--- config.mk ---
export PLATFORM = sky130hd
export DESIGN_NAME = tick_line_parser_flat
export DESIGN_NICKNAME = d
export VERILOG_FILES = /design/src/rtl/tlp_pkg.sv /design/src/rtl/tlp_if.sv /design/src/rtl/tlp_parser.sv /design/src/rtl/tlp_finish.sv /design/src/rtl/tick_line_parser.sv /design/src/flat_wrapper.sv
export SDC_FILE = /design/constraint.sdc
export NUM_CORES = 2
export LEC_CHECK = 0
export BUFFER_PORTS_ARGS = -buffer_cell sky130_fd_sc_hd__buf_2
export CORE_MARGIN = 1
export CORE_UTILIZATION = 50
export DETAILED_ROUTE_END_ITERATION = 10
export PLACE_DENSITY = 0.78
export SKIP_LAST_GASP = 1
export SLEW_MARGIN = 20
export SYNTH_ARGS = -nofsm -noshare
export SYNTH_HDL_FRONTEND = slang
export SYNTH_SLANG_ARGS = --single-unit
--- constraint.sdc ---
create_clock -name clk -period 29.2 [get_ports clk]
set_input_delay 2.92 -clock clk [delete_from_list [all_inputs] [get_ports clk]]
set_output_delay 2.92 -clock clk [all_outputs]
set_load 0.05 [all_outputs]
--- src/rtl/tlp_pkg.sv ---
// ---------------------------------------------------------------------------
// tlp_pkg: shared types and constants of the tick line parser
// Character codes, status codes and the line snapshot passed between stages.
// ---------------------------------------------------------------------------
`default_nettype none
package tlp_pkg;

  localparam logic [7:0] CH_NL    = 8'd10;
  localparam logic [7:0] CH_TAB   = 8'd9;
  localparam logic [7:0] CH_LT    = 8'd60;
  localparam logic [7:0] CH_DOT   = 8'd46;
  localparam logic [7:0] CH_COLON = 8'd58;
  localparam logic [7:0] CH_MINUS = 8'd45;
  localparam logic [7:0] CH_ZERO  = 8'd48;
  localparam logic [7:0] CH_NINE  = 8'd57;

  localparam logic [1:0] ST_OK      = 2'd0;
  localparam logic [1:0] ST_FEW     = 2'd1;
  localparam logic [1:0] ST_NONPOS  = 2'd2;
  localparam logic [1:0] ST_CROSSED = 2'd3;

  localparam int PW = 48;
  localparam logic [PW-1:0] PRICE_MAX = 48'h7FFF_FFFF_FFFF;

  typedef logic [PW-1:0] price_t;

  typedef struct packed {
    logic        few;
    logic [31:0] line_number;
    logic [13:0] year;
    logic [7:0]  month;
    logic [7:0]  day;
    logic [15:0] hh;
    logic [15:0] mm;
    logic [15:0] ss;
    logic [15:0] ms;
    price_t      bid;
    price_t      ask;
    price_t      last;
    price_t      volume;
    logic [31:0] flags;
  } snap_t;

  // 10^n for n in 0..9
  function automatic logic [51:0] pow10(input logic [3:0] n);
    logic [51:0] r;
    unique case (n)
      4'd0: r = 52'd1;
      4'd1: r = 52'd10;
      4'd2: r = 52'd100;
      4'd3: r = 52'd1000;
      4'd4: r = 52'd10000;
      4'd5: r = 52'd100000;
      4'd6: r = 52'd1000000;
      4'd7: r = 52'd10000000;
      4'd8: r = 52'd100000000;
      4'd9: r = 52'd1000000000;
      default: r = 52'd0;
    endcase
    return r;
  endfunction

endpackage
`default_nettype wire

--- src/rtl/tlp_if.sv ---
// ---------------------------------------------------------------------------
// tlp_if: channel interfaces of the tick line parser
// Byte input channel and line result channel, valid/ready handshake.
// ---------------------------------------------------------------------------
`default_nettype none
interface tlp_in_if;
  logic       valid;
  logic       ready;
  logic [7:0] ch;
  modport source (output valid, output ch, input ready);
  modport sink   (input valid, input ch, output ready);
endinterface

interface tlp_out_if;
  logic               valid;
  logic               ready;
  logic [1:0]         status;
  logic [31:0]        line_number;
  logic [13:0]        year;
  logic [7:0]         month;
  logic [7:0]         day;
  logic [37:0]        time_ms;
  logic signed [47:0] bid;
  logic signed [47:0] ask;
  logic signed [47:0] last;
  logic signed [47:0] volume;
  logic [31:0]        flags;
  modport source (output valid, output status, output line_number, output year,
                  output month, output day, output time_ms, output bid, output ask,
                  output last, output volume, output flags, input ready);
  modport sink   (input valid, input status, input line_number, input year,
                  input month, input day, input time_ms, input bid, input ask,
                  input last, input volume, input flags, output ready);
endinterface
`default_nettype wire

--- src/rtl/tlp_parser.sv ---
// ---------------------------------------------------------------------------
// tlp_parser: byte register and running column accumulators
// Updates line state one byte a cycle, but a line end waits on a full snapshot register; one snapshot per data line.
// ---------------------------------------------------------------------------
`default_nettype none
module tlp_parser #(
  parameter int FRAC_DIGITS = 6
) (
  input  wire logic         clk,
  input  wire logic         rst_n,
  input  wire logic         in_valid,
  output logic              in_ready,
  input  wire logic [7:0]   in_ch,
  output logic              snap_valid,
  input  wire logic         snap_ready,
  output tlp_pkg::snap_t    snap
);
  import tlp_pkg::*;

  localparam logic [51:0] P_INT = pow10(4'(FRAC_DIGITS));
  localparam logic [3:0]  FD    = 4'(FRAC_DIGITS);

  logic        s0_v_r;
  logic [7:0]  s0_ch_r;
  logic [31:0] line_cnt_r, line_cnt_nxt;
  logic        at_start_r, at_start_nxt;
  logic        skip_r, skip_nxt;
  logic [2:0]  col_r, col_nxt;
  logic [1:0]  sub_r, sub_nxt;
  logic        stop_r, stop_nxt;
  logic [15:0] dt_r [7];
  logic [15:0] dt_nxt [7];
  logic [15:0] dt_e [7];
  logic [1:0]  sep_r, sep_nxt;
  price_t      acc_r [4];
  price_t      acc_nxt [4];
  price_t      acc_e [4];
  logic        neg_r, neg_nxt;
  logic [3:0]  fds_r, fds_nxt;
  logic        inf_r, inf_nxt;
  logic [31:0] flg_r, flg_nxt;
  logic        emit, fire0;
  snap_t       snap_r, snap_nxt;
  logic        snap_v_r;

  logic        is_dig;
  logic [3:0]  dig;
  logic [2:0]  pidx;
  logic [1:0]  aidx;
  logic [15:0] part;
  logic [19:0] pv;
  logic [19:0] cap;
  logic [51:0] pt;
  logic [3:0]  fds_inc;
  logic [35:0] fv;

  assign is_dig = (s0_ch_r >= CH_ZERO) && (s0_ch_r <= CH_NINE);
  assign dig    = 4'(s0_ch_r - CH_ZERO);
  assign aidx   = 2'(col_r - 3'd2);
  assign fds_inc = fds_r + 4'd1;

  // column end: drop date/time without both separators, apply price sign
  always_comb begin
    for (int i = 0; i < 7; i++) dt_e[i] = dt_r[i];
    for (int i = 0; i < 4; i++) acc_e[i] = acc_r[i];
    if (col_r == 3'd0 && sep_r < 2'd2) begin
      for (int i = 0; i < 3; i++) dt_e[i] = '0;
    end
    if (col_r == 3'd1 && sep_r < 2'd2) begin
      for (int i = 3; i < 7; i++) dt_e[i] = '0;
    end
    if (col_r >= 3'd2 && col_r <= 3'd5 && neg_r) begin
      acc_e[aidx] = '0 - acc_r[aidx];
    end
  end

  always_comb begin
    line_cnt_nxt = line_cnt_r;
    at_start_nxt = at_start_r;
    skip_nxt     = skip_r;
    col_nxt      = col_r;
    sub_nxt      = sub_r;
    stop_nxt     = stop_r;
    sep_nxt      = sep_r;
    neg_nxt      = neg_r;
    fds_nxt      = fds_r;
    inf_nxt      = inf_r;
    flg_nxt      = flg_r;
    for (int i = 0; i < 7; i++) dt_nxt[i] = dt_r[i];
    for (int i = 0; i < 4; i++) acc_nxt[i] = acc_r[i];
    emit = 1'b0;
    pidx = (col_r == 3'd0) ? {1'b0, sub_r} : 3'(3'd3 + {1'b0, sub_r});
    part = dt_r[pidx];
    pv   = {part, 3'b000} + {2'b00, part, 1'b0} + {16'd0, dig};
    cap  = (col_r == 3'd1) ? 20'd65535 : ((sub_r == 2'd0) ? 20'd9999 : 20'd255);
    if (!inf_r) begin
      pt = {acc_r[aidx], 3'b000} + {3'b000, acc_r[aidx], 1'b0} + 52'(dig) * P_INT;
    end else begin
      pt = {4'd0, acc_r[aidx]} + 52'(dig) * pow10(FD - fds_inc);
    end
    fv = {1'b0, flg_r, 3'b000} + {3'b000, flg_r, 1'b0} + {32'd0, dig};

    snap_nxt.few         = (col_r < 3'd3);
    snap_nxt.line_number = line_cnt_r + 32'd1;
    snap_nxt.year        = dt_e[0][13:0];
    snap_nxt.month       = dt_e[1][7:0];
    snap_nxt.day         = dt_e[2][7:0];
    snap_nxt.hh          = dt_e[3];
    snap_nxt.mm          = dt_e[4];
    snap_nxt.ss          = dt_e[5];
    snap_nxt.ms          = dt_e[6];
    snap_nxt.bid         = acc_e[0];
    snap_nxt.ask         = acc_e[1];
    snap_nxt.last        = acc_e[2];
    snap_nxt.volume      = acc_e[3];
    snap_nxt.flags       = flg_r;

    if (s0_ch_r != CH_NL) begin
      at_start_nxt = 1'b0;
      skip_nxt     = skip_r | (at_start_r && s0_ch_r == CH_LT);
      if (!skip_nxt) begin
        if (s0_ch_r == CH_TAB) begin
          for (int i = 0; i < 7; i++) dt_nxt[i] = dt_e[i];
          for (int i = 0; i < 4; i++) acc_nxt[i] = acc_e[i];
          sub_nxt = '0; stop_nxt = 1'b0; sep_nxt = '0;
          neg_nxt = 1'b0; fds_nxt = '0; inf_nxt = 1'b0;
          if (col_r < 3'd7) col_nxt = col_r + 3'd1;
        end else begin
          priority case (col_r)
            3'd0: begin
              if (s0_ch_r == CH_DOT && sub_r < 2'd2) begin
                sub_nxt = sub_r + 2'd1; sep_nxt = sep_r + 2'd1; stop_nxt = 1'b0;
              end else if (!stop_r) begin
                if (is_dig) dt_nxt[pidx] = (pv > cap) ? cap[15:0] : pv[15:0];
                else stop_nxt = 1'b1;
              end
            end
            3'd1: begin
              if (s0_ch_r == CH_COLON && sub_r < 2'd2) begin
                sub_nxt = sub_r + 2'd1; sep_nxt = sep_r + 2'd1; stop_nxt = 1'b0;
              end else if (s0_ch_r == CH_DOT && sub_r == 2'd2) begin
                sub_nxt = 2'd3; stop_nxt = 1'b0;
              end else if (!stop_r) begin
                if (is_dig) dt_nxt[pidx] = (pv > cap) ? cap[15:0] : pv[15:0];
                else stop_nxt = 1'b1;
              end
            end
            3'd2, 3'd3, 3'd4, 3'd5: begin
              if (!stop_r) begin
                sub_nxt = 2'd1;
                if (s0_ch_r == CH_MINUS && sub_r == 2'd0) begin
                  neg_nxt = 1'b1;
                end else if (is_dig) begin
                  if (!inf_r || fds_r < FD) begin
                    if (inf_r) fds_nxt = fds_inc;
                    acc_nxt[aidx] = (pt > 52'(PRICE_MAX)) ? PRICE_MAX : pt[PW-1:0];
                  end
                end else if (s0_ch_r == CH_DOT && !inf_r) begin
                  inf_nxt = 1'b1;
                end else begin
                  stop_nxt = 1'b1;
                end
              end
            end
            3'd6: begin
              if (!stop_r) begin
                if (is_dig) flg_nxt = (|fv[35:32]) ? 32'hFFFF_FFFF : fv[31:0];
                else stop_nxt = 1'b1;
              end
            end
            default: ;
          endcase
        end
      end
    end else begin
      line_cnt_nxt = line_cnt_r + 32'd1;
      emit         = !(at_start_r || skip_r);
      at_start_nxt = 1'b1;
      skip_nxt     = 1'b0;
      col_nxt = '0; sub_nxt = '0; stop_nxt = 1'b0; sep_nxt = '0;
      neg_nxt = 1'b0; fds_nxt = '0; inf_nxt = 1'b0; flg_nxt = '0;
      for (int i = 0; i < 7; i++) dt_nxt[i] = '0;
      for (int i = 0; i < 4; i++) acc_nxt[i] = '0;
    end
  end

  assign fire0    = s0_v_r && (!emit || !snap_v_r || snap_ready);
  assign in_ready = !s0_v_r || fire0;

  always_ff @(posedge clk) begin
    if (!rst_n) begin
      s0_v_r     <= 1'b0;
      snap_v_r   <= 1'b0;
      line_cnt_r <= '0;
      at_start_r <= 1'b1;
      skip_r     <= 1'b0;
      col_r      <= '0;
      sub_r      <= '0;
      stop_r     <= 1'b0;
      sep_r      <= '0;
      neg_r      <= 1'b0;
      fds_r      <= '0;
      inf_r      <= 1'b0;
      flg_r      <= '0;
      for (int i = 0; i < 7; i++) dt_r[i] <= '0;
      for (int i = 0; i < 4; i++) acc_r[i] <= '0;
    end else begin
      if (in_ready) s0_v_r <= in_valid;
      if (fire0 && emit) snap_v_r <= 1'b1;
      else if (snap_ready) snap_v_r <= 1'b0;
      if (fire0) begin
        line_cnt_r <= line_cnt_nxt;
        at_start_r <= at_start_nxt;
        skip_r     <= skip_nxt;
        col_r      <= col_nxt;
        sub_r      <= sub_nxt;
        stop_r     <= stop_nxt;
        sep_r      <= sep_nxt;
        neg_r      <= neg_nxt;
        fds_r      <= fds_nxt;
        inf_r      <= inf_nxt;
        flg_r      <= flg_nxt;
        for (int i = 0; i < 7; i++) dt_r[i] <= dt_nxt[i];
        for (int i = 0; i < 4; i++) acc_r[i] <= acc_nxt[i];
      end
    end
  end

  always_ff @(posedge clk) begin
    if (in_ready && in_valid) s0_ch_r <= in_ch;
    if (fire0 && emit) snap_r <= snap_nxt;
  end

  assign snap_valid = snap_v_r;
  assign snap       = snap_r;

endmodule
`default_nettype wire

--- src/rtl/tlp_finish.sv ---
// ---------------------------------------------------------------------------
// tlp_finish: line result stages
// Time of day in two multiply stages, status from column count and bid/ask, result register.
// ---------------------------------------------------------------------------
`default_nettype none
module tlp_finish (
  input  wire logic         clk,
  input  wire logic         rst_n,
  input  wire logic         snap_valid,
  output logic              snap_ready,
  input  wire tlp_pkg::snap_t snap,
  tlp_out_if.source         out_chan
);
  import tlp_pkg::*;

  logic        s2_v_r, s3_v_r;
  snap_t       s2_r;
  logic [28:0] sec_r, sec_nxt;
  logic [1:0]  st_r, st_nxt;
  logic        rdy2, rdy3;
  logic [38:0] tms;
  logic signed [47:0] b, a;

  assign b = signed'(snap.bid);
  assign a = signed'(snap.ask);

  always_comb begin
    sec_nxt = 29'(snap.hh) * 29'd3600 + 29'(snap.mm) * 29'd60 + 29'(snap.ss);
    if (snap.few) st_nxt = ST_FEW;
    else if (b <= 48'sd0 || a <= 48'sd0) st_nxt = ST_NONPOS;
    else if (b > a) st_nxt = ST_CROSSED;
    else st_nxt = ST_OK;
  end

  assign tms = 39'(sec_r) * 39'd1000 + 39'(s2_r.ms);

  assign rdy3       = !s3_v_r || out_chan.ready;
  assign rdy2       = !s2_v_r || rdy3;
  assign snap_ready = rdy2;

  always_ff @(posedge clk) begin
    if (!rst_n) begin
      s2_v_r <= 1'b0;
      s3_v_r <= 1'b0;
    end else begin
      if (rdy2) s2_v_r <= snap_valid;
      if (rdy3) s3_v_r <= s2_v_r;
    end
  end

  always_ff @(posedge clk) begin
    if (rdy2 && snap_valid) begin
      s2_r  <= snap;
      sec_r <= sec_nxt;
      st_r  <= st_nxt;
    end
    if (rdy3 && s2_v_r) begin
      out_chan.status      <= st_r;
      out_chan.line_number <= s2_r.line_number;
      if (s2_r.few) begin
        out_chan.year    <= '0;
        out_chan.month   <= '0;
        out_chan.day     <= '0;
        out_chan.time_ms <= '0;
        out_chan.bid     <= '0;
        out_chan.ask     <= '0;
        out_chan.last    <= '0;
        out_chan.volume  <= '0;
        out_chan.flags   <= '0;
      end else begin
        out_chan.year    <= s2_r.year;
        out_chan.month   <= s2_r.month;
        out_chan.day     <= s2_r.day;
        out_chan.time_ms <= tms[37:0];
        out_chan.bid     <= signed'(s2_r.bid);
        out_chan.ask     <= signed'(s2_r.ask);
        out_chan.last    <= signed'(s2_r.last);
        out_chan.volume  <= signed'(s2_r.volume);
        out_chan.flags   <= s2_r.flags;
      end
    end
  end

  assign out_chan.valid = s3_v_r;

endmodule
`default_nettype wire

--- src/rtl/tick_line_parser.sv ---
// ---------------------------------------------------------------------------
// tick_line_parser: streaming parser for tab-separated tick text
// One byte per item in, one result per data line out.
// ---------------------------------------------------------------------------
// Takes one text byte per cycle unless a line end finds the snapshot
// register full and not taken; each byte only updates running per-column
// accumulators in the parser stage. A newline that ends a data line hands
// a snapshot to two finishing stages (hour/minute/second scaling and
// status, then the millisecond multiply), which register it in turn. Empty
// lines and lines starting with '<' are counted but give no result. Both
// channels are valid/ready; each stage holds one item, so input keeps
// flowing while a result waits on the output.
`default_nettype none
module tick_line_parser #(
  parameter int FRAC_DIGITS = 6   // fraction digits kept in prices, 1..9
) (
  input  wire logic clk,
  input  wire logic rst_n,
  tlp_in_if.sink    in_chan,
  tlp_out_if.source out_chan
);
  import tlp_pkg::*;

  snap_t snap;
  logic  snap_valid, snap_ready;

  // byte stage and column accumulators
  tlp_parser #(.FRAC_DIGITS(FRAC_DIGITS)) u_parser (
    .clk        (clk),
    .rst_n      (rst_n),
    .in_valid   (in_chan.valid),
    .in_ready   (in_chan.ready),
    .in_ch      (in_chan.ch),
    .snap_valid (snap_valid),
    .snap_ready (snap_ready),
    .snap       (snap)
  );

  // time scaling, status, result register
  tlp_finish u_finish (
    .clk        (clk),
    .rst_n      (rst_n),
    .snap_valid (snap_valid),
    .snap_ready (snap_ready),
    .snap       (snap),
    .out_chan   (out_chan)
  );

endmodule
`default_nettype wire

--- src/flat_wrapper.sv ---
// flat-port wrapper written by rule: the top's interface ports become plain ports
module tick_line_parser_flat import tlp_pkg::*;
#(
  parameter int FRAC_DIGITS = 6                                          
)
  (clk, rst_n, in_chan_valid, in_chan_ch, in_chan_ready, out_chan_valid, out_chan_status, out_chan_line_number, out_chan_year, out_chan_month, out_chan_day, out_chan_time_ms, out_chan_bid, out_chan_ask, out_chan_last, out_chan_volume, out_chan_flags, out_chan_ready);
  tlp_in_if in_chan_i ();
  tlp_out_if out_chan_i ();
  input  wire logic clk;
  input  wire logic rst_n;
  input wire logic [$bits(in_chan_i.valid)-1:0] in_chan_valid;
  input wire logic [$bits(in_chan_i.ch)-1:0] in_chan_ch;
  output wire logic [$bits(in_chan_i.ready)-1:0] in_chan_ready;
  output wire logic [$bits(out_chan_i.valid)-1:0] out_chan_valid;
  output wire logic [$bits(out_chan_i.status)-1:0] out_chan_status;
  output wire logic [$bits(out_chan_i.line_number)-1:0] out_chan_line_number;
  output wire logic [$bits(out_chan_i.year)-1:0] out_chan_year;
  output wire logic [$bits(out_chan_i.month)-1:0] out_chan_month;
  output wire logic [$bits(out_chan_i.day)-1:0] out_chan_day;
  output wire logic [$bits(out_chan_i.time_ms)-1:0] out_chan_time_ms;
  output wire logic [$bits(out_chan_i.bid)-1:0] out_chan_bid;
  output wire logic [$bits(out_chan_i.ask)-1:0] out_chan_ask;
  output wire logic [$bits(out_chan_i.last)-1:0] out_chan_last;
  output wire logic [$bits(out_chan_i.volume)-1:0] out_chan_volume;
  output wire logic [$bits(out_chan_i.flags)-1:0] out_chan_flags;
  input wire logic [$bits(out_chan_i.ready)-1:0] out_chan_ready;
  assign in_chan_i.valid = in_chan_valid;
  assign in_chan_i.ch = in_chan_ch;
  assign in_chan_ready = in_chan_i.ready;
  assign out_chan_valid = out_chan_i.valid;
  assign out_chan_status = out_chan_i.status;
  assign out_chan_line_number = out_chan_i.line_number;
  assign out_chan_year = out_chan_i.year;
  assign out_chan_month = out_chan_i.month;
  assign out_chan_day = out_chan_i.day;
  assign out_chan_time_ms = out_chan_i.time_ms;
  assign out_chan_bid = out_chan_i.bid;
  assign out_chan_ask = out_chan_i.ask;
  assign out_chan_last = out_chan_i.last;
  assign out_chan_volume = out_chan_i.volume;
  assign out_chan_flags = out_chan_i.flags;
  assign out_chan_i.ready = out_chan_ready;
  tick_line_parser #(.FRAC_DIGITS(FRAC_DIGITS)) u_core (.clk(clk), .rst_n(rst_n), .in_chan(in_chan_i), .out_chan(out_chan_i));
endmodule
==> key figures <==
Place
  • GPL Wtd Cong: 0.988
  • Placed cell count: 9296
  • Hpwl dp: 168 mm
  • Port bufs: 339
  • Placed instance area: 0.0853 mm^2

STA
  • Max transition margin: -5.12%
  • Final setup fails: 0
  • Worst-Margin Slew: 1560 ps
  • Layout Skew: 84.9 ps
  • Final Hold Fails: 0
  • Hold Slack: 395 ps
  • RSZ-0062 raised after global routing: no
  • FMAX: 102 MHz
  • Max-slew violations: 4
  • Setup TNS: 0 ps
  • Crit share post-route: 33.4%
  • Crit path time final: 9760 ps

Logic synthesis
  • Post-Syn Nets: 7847
  • Post-Synthesis Cells: 7041
  • Mean post-synth cell area: 11.6 um^2
  • Number of synthesized flops with an enable pin: 1323
  • Post-synth design cell area: 0.0814 mm^2
  • Most used DFF post-synth: edfxtp_1
  • Post-synth top area share: 48.8%
  • Yosys reg bits: 1407
  • Ys async rst share: 0%
  • Sequential element share of the synthesized area: 50.9%
  • Cell taking the most area after synthesis: edfxtp_1
  • Synth unique cells: 100
  • Yosys synthesis warning count: 0
  • Ranking of synthesized cells by area: edfxtp_1, ha_1, fa_1

Floorplan
  • Chip width: 405 um
  • Core box area: 0.161 mm^2
  • Row cnt: 147
  • Io pins: 340
  • Die ar.: 0.164 mm^2
  • Chip height: 405 um
  • Starting Density: 50.5%

Route
  • Via count: 58580
  • Initial DRC count: 7128
  • Post-route DRC: 0
  • Final ANT Viol Nets: 0
  • Vias/cell: 6.12
  • Met3 WL: 26.7 mm
  • DR pass1 iterations: 7
  • WL/cell: 24.1 um
  • Final WL: 231 mm
  • M1 WL: 93.2 mm
  • Routed wl met2: 101 mm
  • Top Layer Used: met5

Final layout
  • Fin cells: 9574
  • Final net count: 8091
  • Layout cell share with drive strength beyond 1: 10.9%
  • Syn-to-layout area delta: 11.0%
  • Final instance area: 0.0903 mm^2

Worst setup path
  • CP Capture Type: flop
  • R2r startpoint: u_core.u_parser.col_r[0]
  • CP max FO: 71
  • Slowest stage cell, crit path: nor2_1
  • Arrival @ worst endpoint: 10260 ps
  • Crit path required time: 29700 ps
  • CP dominant cell by count: nor2_1
  • Max incr delay on CP: 930 ps
  • CP startpoint kind: flop
  • CP startpoint: u_core.u_parser.col_r[0]
  • Crit path kind: flop to flop

CTS
  • Post_cts resized: 0
  • Sink Count: 1407
  • H-tree Lvls: 4
  • TritonCTS clock tree: built
  • CTS buffer count: 147
  • Post-CTS setup buffer count: 0
  • Hold buffers post-CTS: 0
  • Max Buffers Root-to-Sink: 3
  • Clock transition at path regs: 60 ps
  • Root buf cell: clkbuf_16
  • Clock latency at the later pin of the worst-skew pair: 850 ps

Global routing
  • GRT Util Overall: 27.7%
  • GRT overflow: 0
  • First-pass GRT wire length: 345 mm
  • Largest net degree at the start of global routing: 205
  • Vias in the first global route: 56280
  • Initial antenna violation count: 13

Status
  • Failing checks: capacitance limit, slew limit
  • Outcome: finished with violations

Pwr
  • Worst IR Drop VDD: 61.4 uV
  • Pwr Density: 53.8 mW/mm^2
  • Total Power: 4.86 mW
  • Pleak: 36.2 nW

Worst hold path
  • HP Class: flop to flop
  • Hold_sp: u_core.u_parser.snap[298]

Job
  • Max Cap Viol: 1
-- where the power goes --
group / leakage, nW / internal [mW] / switching (mW) / total [mW]
Sequential: 13.8 / 2.22 / 0.0288 / 2.24
Clock: 2.42 / 1.07 / 0.852 / 1.93
Combinational: 20.0 / 0.210 / 0.481 / 0.690
Total: 36.2 / 3.50 / 1.36 / 4.86
-- layout make-up --
class | count | area, um^2
inverter | 433 | 1630
timing repair buffer | 414 | 2280
antenna | 6 | 15.0
tap | 2160 | 2700
fill | 13118 | 70800
multi-input combinational | 4882 | 37300
clock inverter | 94 | 1180
sequential | 1407 | 41400
clock buffer | 178 | 3860
-- sequential cells by signal, indices dropped and copies added (netlist names), 38 cells and up --
signal                            flops
u_core.u_finish.out_chan.ask         48
u_core.u_finish.out_chan.bid         48
u_core.u_finish.out_chan.last        48
u_core.u_finish.out_chan.time_ms     38
u_core.u_finish.out_chan.volume      48
u_core.u_finish.s2_r                303
u_core.u_parser.acc_r               192
u_core.u_parser.dt_r                112
u_core.u_parser.snap                351
-- cell usage in the layout (no fill, tap or decap), types with 73 or more instances in the layout --
cell type	n
a21o_1	136
a21oi_1	403
and2_1	92
buf_2	339
buf_4	73
clkbuf_16	148
dfxtp_1	81
edfxtp_1	1323
fa_1	287
ha_1	503
inv_1	429
nand2_1	611
nand3_1	93
nor2_1	359
nor2b_1	397
nor3_1	134
o211ai_1	85
o21ai_0	415
or3_1	86
xnor2_1	203
xor2_1	118
-- metrics by stage --
stage                     setup WS (ps)  utilization [%]
after floorplan                   10230                -
after detailed placement          19500             52.9
after global placement            19790             52.9
after CTS                         19470             56.1
after global routing              18980             56.1
final                             19440             56.1
-- worst paths after layout --
kind / end / slack, ps / cells past startpoint
max: u_core.u_parser.dt_r[0][4] / 19440 / 30
min: u_core.u_finish.s2_r[298] / 400 / 0
max reg2reg: u_core.u_parser.dt_r[0][4] / 19440 / 30
min reg2reg: u_core.u_finish.s2_r[298] / 400 / 0
-- cell families (layout without fill, tap and decap cells) --
kind of cell | count (synthesis) | after routing | share of synthesized area, %
AO/OA/AOI/OAI | 1599 | 1599 | 12.6
XOR/XNOR | 327 | 327 | 3.57
adder cells (fa/ha/maj) | 794 | 794 | 14.9
buffers and inverters | 752 | 1119 | 3.56
flip-flops | 1407 | 1407 | 50.9
multiplexers | 68 | 68 | 1.58
other | 0 | 6 | 0
AND/OR/NAND/NOR | 2094 | 2094 | 13.0
-- synthesized netlist by cell type (48+ instances only) --
cell         n
edfxtp_1  1323
nand2_1    616
ha_1       507
inv_1      429
o21ai_0    421
a21oi_1    404
nor2b_1    399
nor2_1     365
fa_1       287
clkbuf_1   284
xnor2_1    203
nor3_1     138
a21o_1     136
xor2_1     119
nand3_1     94
and2_1      92
or3_1       86
o211ai_1    85
dfxtp_1     84
a211oi_1    62
and3_1      61
nand4_1     55
nor4_1      54
o221ai_1    52
mux4_2      48
-- metal layers --
metal	global-route usage [%]	vias to the layer above
li1	-	26199
met4	11.4	8
met1	38.4	28561
met2	41.2	3303
met5	0	-
met3	7.42	509
-- critical path, delay by kind of cell, from the launching register on --
kind	cells	cell delay, ps
compound gates	14	3740
simple gates	8	2790
fa+ha+maj	4	1420
buf+inv	4	1000
flops	1	500
Power figures use the tool's default switching activity.
